### src/rtl/bbd_pkg.sv
// Package for the Bernstein basis evaluator: widths, states and helper functions.
// Used by bbd_mul and bernstein_basis_with_derivatives_top; depends on nothing.

package bbd_pkg;

    localparam int MAX_DEGREE = 15;
    localparam int DEG_W      = 4;
    localparam int POS_W      = 17;
    localparam int ROW_W      = 31;
    localparam int MUL_A_W    = 35;
    localparam int MUL_B_W    = 18;
    localparam int PROD_W     = MUL_A_W + MUL_B_W;
    localparam int OUT_W      = 32;
    localparam int NUM_ROWS   = MAX_DEGREE + 1;

    localparam logic [POS_W-1:0] ONE_Q16 = POS_W'(1 << 16);
    localparam logic [ROW_W-1:0] ONE_Q30 = ROW_W'(1 << 30);

    typedef enum logic [3:0] {
        ST_IDLE,
        ST_ROW_START,
        ST_MUL_W,
        ST_MUL_U,
        ST_WRITE,
        ST_OUT_READ,
        ST_D1,
        ST_D2,
        ST_D3,
        ST_EMIT
    } state_t;

    function automatic logic [7:0] coef2(input logic [DEG_W-1:0] p);
        logic [7:0] a;
        a = {4'b0, p};
        return 8'(a * (a - 8'd1));
    endfunction

    function automatic logic [11:0] coef3(input logic [DEG_W-1:0] p);
        logic [11:0] a;
        a = {8'b0, p};
        return 12'(a * (a - 12'd1) * (a - 12'd2));
    endfunction

    function automatic logic signed [OUT_W-1:0] sat_q16(input logic signed [PROD_W-1:0] x);
        logic              neg;
        logic [PROD_W-1:0] mag;
        logic [39:0]       r;
        neg = x[PROD_W-1];
        mag = neg ? PROD_W'(-x) : PROD_W'(x);
        r   = 40'(({1'b0, mag} + (PROD_W+1)'(8192)) >> 14);
        if (neg)
        begin
            if (r > 40'h0080000000)
                return 32'sh80000000;
            else
                return $signed(32'(-r));
        end
        else
        begin
            if (r > 40'h007FFFFFFF)
                return 32'sh7FFFFFFF;
            else
                return $signed(r[31:0]);
        end
    endfunction

endpackage

### src/rtl/bbd_mul.sv
// Shared signed multiplier with a registered product.
// Depends on bbd_pkg for operand widths.

module bbd_mul
    import bbd_pkg::*;
(
    input  logic                      clk,
    input  logic signed [MUL_A_W-1:0] a,
    input  logic signed [MUL_B_W-1:0] b,
    output logic signed [PROD_W-1:0]  prod
);

    logic signed [PROD_W-1:0] prod_reg;

    always_ff @(posedge clk)
    begin
        prod_reg <= a * b;
    end

    assign prod = prod_reg;

endmodule

### config.mk
export PLATFORM = sky130hd
export DESIGN_NAME = bbd_mul
export DESIGN_NICKNAME = d
export VERILOG_FILES = /design/src/rtl/bbd_pkg.sv /design/src/rtl/bbd_mul.sv
export SDC_FILE = /design/constraint.sdc
export NUM_CORES = 2
export LEC_CHECK = 0
export ABC_AREA = 1
export BUFFER_PORTS_ARGS = -buffer_cell sky130_fd_sc_hd__clkbuf_2
export CORE_AREA = 5 5 294 296
export DETAILED_ROUTE_END_ITERATION = 7
export DIE_AREA = 0 0 299 301
export GPL_TIMING_DRIVEN = 0
export PLACE_DENSITY = 0.55
export SYNTH_ARGS = -nofsm -noshare
export SYNTH_HDL_FRONTEND = slang
export SYNTH_SLANG_ARGS = --single-unit
### constraint.sdc
create_clock -name clk -period 9.16 [get_ports clk]
set_input_delay 1.832 -clock clk [delete_from_list [all_inputs] [get_ports clk]]
set_output_delay 1.832 -clock clk [all_outputs]
set_load 0.01 [all_outputs]
==> results.sh <==
export IMPL_remaining_drc_errors=0
export IMPL_cp_data_arrival_time_ps=8750
export IMPL_wire_per_inst_microns=18.8
export IMPL_clk_transition_reported_paths_ps=90
export IMPL_layout_core_utilization_pct=31.8
export IMPL_die_w_microns=299
export IMPL_drt_iter0_markers=1623
export IMPL_port_buffer_count=54
export IMPL_synth_area_sq_um=24700
export IMPL_dr_pass1_iters=5
export IMPL_routed_wl_mm=84.1
export IMPL_setup_total_negative_slack_ps=0
export IMPL_boundaryPins=107
export IMPL_final_antenna_net_count=0
export IMPL_max_slew_margin_pct=16.5
export IMPL_filler_cell_count=9041
export IMPL_timing_critical_path_from_type="primary input"
export IMPL_core_region_area_sq_um=83300
export IMPL_area_sequential_sq_um=1060
export IMPL_max_slew_worst_pin_slew_ps=1250
export IMPL_grt_pass1_wl_mm=129
export IMPL_worst_ep_required_time_ps=9350
export IMPL_layout_min_cycle_time_ps=8550
export IMPL_ys_types=28
export IMPL_via_count_of_the_first_global_routing_pass=21600
export IMPL_layout_commonest_cell="sky130_fd_sc_hd__inv_1"
export IMPL_floorplan_die_area_sq_um=90000
export IMPL_synth_edf_count=0
export IMPL_ctsResizeCount=0
export IMPL_synth_sequential_area_ratio_pct=4.29
export IMPL_grt_start_max_net_pins=17
export IMPL_finish_net_count=4162
export IMPL_gp_weighted_congestion=0.958
export IMPL_share_of_synthesized_registers_carrying_an_async_set_or_reset_pct=0
export IMPL_worst_path_max_fanout=10
export IMPL_syn2layout_area_growth_pct=7.27
export IMPL_tritoncts="done"
export IMPL_synthesis_area_per_instance_sq_um=7.45
export IMPL_mostFrequentLayoutCells="1,089 x sky130_fd_sc_hd__inv_1, 1,021 x sky130_fd_sc_hd__nand2_1, 601 x sky130_fd_sc_hd__fa_1"
export IMPL_criticalPathCategory="primary input to flop"
export IMPL_syn_num_nets=4101
export IMPL_via_count=20200
export IMPL_critical_path_endpoint_type="flop"
export IMPL_vias_per_cell=4.52
export IMPL_cts_hold_repair_buffers=0
export IMPL_die_height_microns=301
export IMPL_syn_inst=3319
export IMPL_h_tree_depth=2
export IMPL_hpwlAfterDp_mm=71.2
export IMPL_clock_tree_root_cell="sky130_fd_sc_hd__clkbuf_16"
export IMPL_floorplan_rows=106
export IMPL_global_route_usage_total_pct=19.1
export IMPL_final_max_slew_violation_count=0
export IMPL_min_delay_path_class="primary input to flop"
export IMPL_final_setup_viol_count=0
export IMPL_max_cap_violations=0
export IMPL_largest_reg_flops=53
export IMPL_max_freq_mhz=117
export IMPL_floorplan_initialDensity_pct=29.7
export IMPL_synth_flop_cell="sky130_fd_sc_hd__dfxtp_1"
export IMPL_post_route_cells_drive_above_1_share_pct=3.46
export IMPL_multi_input_area_sq_um=19000
export IMPL_outcome="finished, final reports clean"
export IMPL_gr_total_overflow=0
export IMPL_number_of_clock_sinks=53
export IMPL_ys_seq_elements=53
export IMPL_cts_buffer_depth=2
export IMPL_yosys_warnings=0
export IMPL_antenna_violations_before_repair=7
export IMPL_rsz_0062_raised_after_global_routing="no"
export IMPL_final_worst_path_cycle_share_pct=93.4
export IMPL_hold_viol=0
export IMPL_cts_buffers=5
export IMPL_post_cts_buffers=0
==> layer usage <==
layer / GRT usage, % / up-vias / share of wire [%]
met1: 25.1 / 9987 / 40
met4: 6.47 / 2 / 4.2
met3: 3.69 / 156 / 10
met5: 0 / - / 0.013
li1: - / 9149 / -
met2: 31.8 / 889 / 46
==> critical path: stages <==
cell and delay [ps]:
sky130_fd_sc_hd__clkbuf_1 620, sky130_fd_sc_hd__clkbuf_1 990, sky130_fd_sc_hd__nand2_1 100, sky130_fd_sc_hd__inv_1 120, sky130_fd_sc_hd__fa_1 470, sky130_fd_sc_hd__fa_1 790
sky130_fd_sc_hd__inv_1 160, sky130_fd_sc_hd__fa_1 500, sky130_fd_sc_hd__fa_1 570, sky130_fd_sc_hd__fa_1 430, sky130_fd_sc_hd__fa_1 480, sky130_fd_sc_hd__inv_1 40
sky130_fd_sc_hd__ha_1 450, sky130_fd_sc_hd__nand2_1 140, sky130_fd_sc_hd__inv_1 130, sky130_fd_sc_hd__nand2_1 80, sky130_fd_sc_hd__nor3_1 290, sky130_fd_sc_hd__nand2_1 130
sky130_fd_sc_hd__nor2_1 100, sky130_fd_sc_hd__nand2_1 110, sky130_fd_sc_hd__nand4_1 120, sky130_fd_sc_hd__nand2_1 80
==> cell usage after synthesis (all sizes together) (4+ instances only) <==
master,count,area share [%]
a21oi,36,0.74
buf,7,0.11
clkbuf,134,2.0
dfxtp,53,4.3
fa,601,49
ha,127,6.4
inv,1097,17
nand2,1033,16
nand3,48,1.0
nand4,19,0.48
nor2,103,1.8
nor3,15,0.45
o21bai,4,0.12
or2,8,0.20
xnor2,5,0.18
xor2,24,0.85
==> kinds of logic (layout without fill, tap and decap cells) <==
group,Yosys count,in the layout,share of synthesized area [%]
buffers and inverters,1239,1301,18.8
DFF,53,53,4.29
other,0,3,0
xor gates and xnor gates,29,29,1.03
AOI/OAI and AO/OA,43,43,0.947
and+or+nand+nor,1227,1227,19.8
adders and majority gates,728,728,55.1
==> stage by stage <==
stage          worst slack, ps  std cells  cell area [sq um]  hold WS (ps)
3_5_place_dp               487       4453              26300          2220
2_1_floorplan             2140       3319              24700          2130
3_3_place_gp               502       4453              26300          2220
6_report                   608       4464              26500          2050
5_1_grt                    341       4461              26500          2080
4_1_cts                    816       4461              26500          2040
==> final cells by class <==
type	instances	area share [%]
Clock buffer	6	0.486
Buffer	141	2.00
Timing Repair Buffer	54	1.02
Clock inverter	2	0.146
Tap cell	1080	5.10
Sequential cell	53	4.00
Inverter	1098	15.5
Antenna cell	3	0.0283
Multi-Input combinational cell	2027	71.7
==> path summary, 6_finish.rpt <==
path	startpoint	end	slack, ps	cells after the start
max	b[8]	prod[47]$_DFF_P_	610	22
min	a[0]	prod[0]$_DFF_P_	2050	3
Power is left out: the tool's default activity adds up to more than one toggle a clock period on the data nets, which glitch-free logic cannot reach.
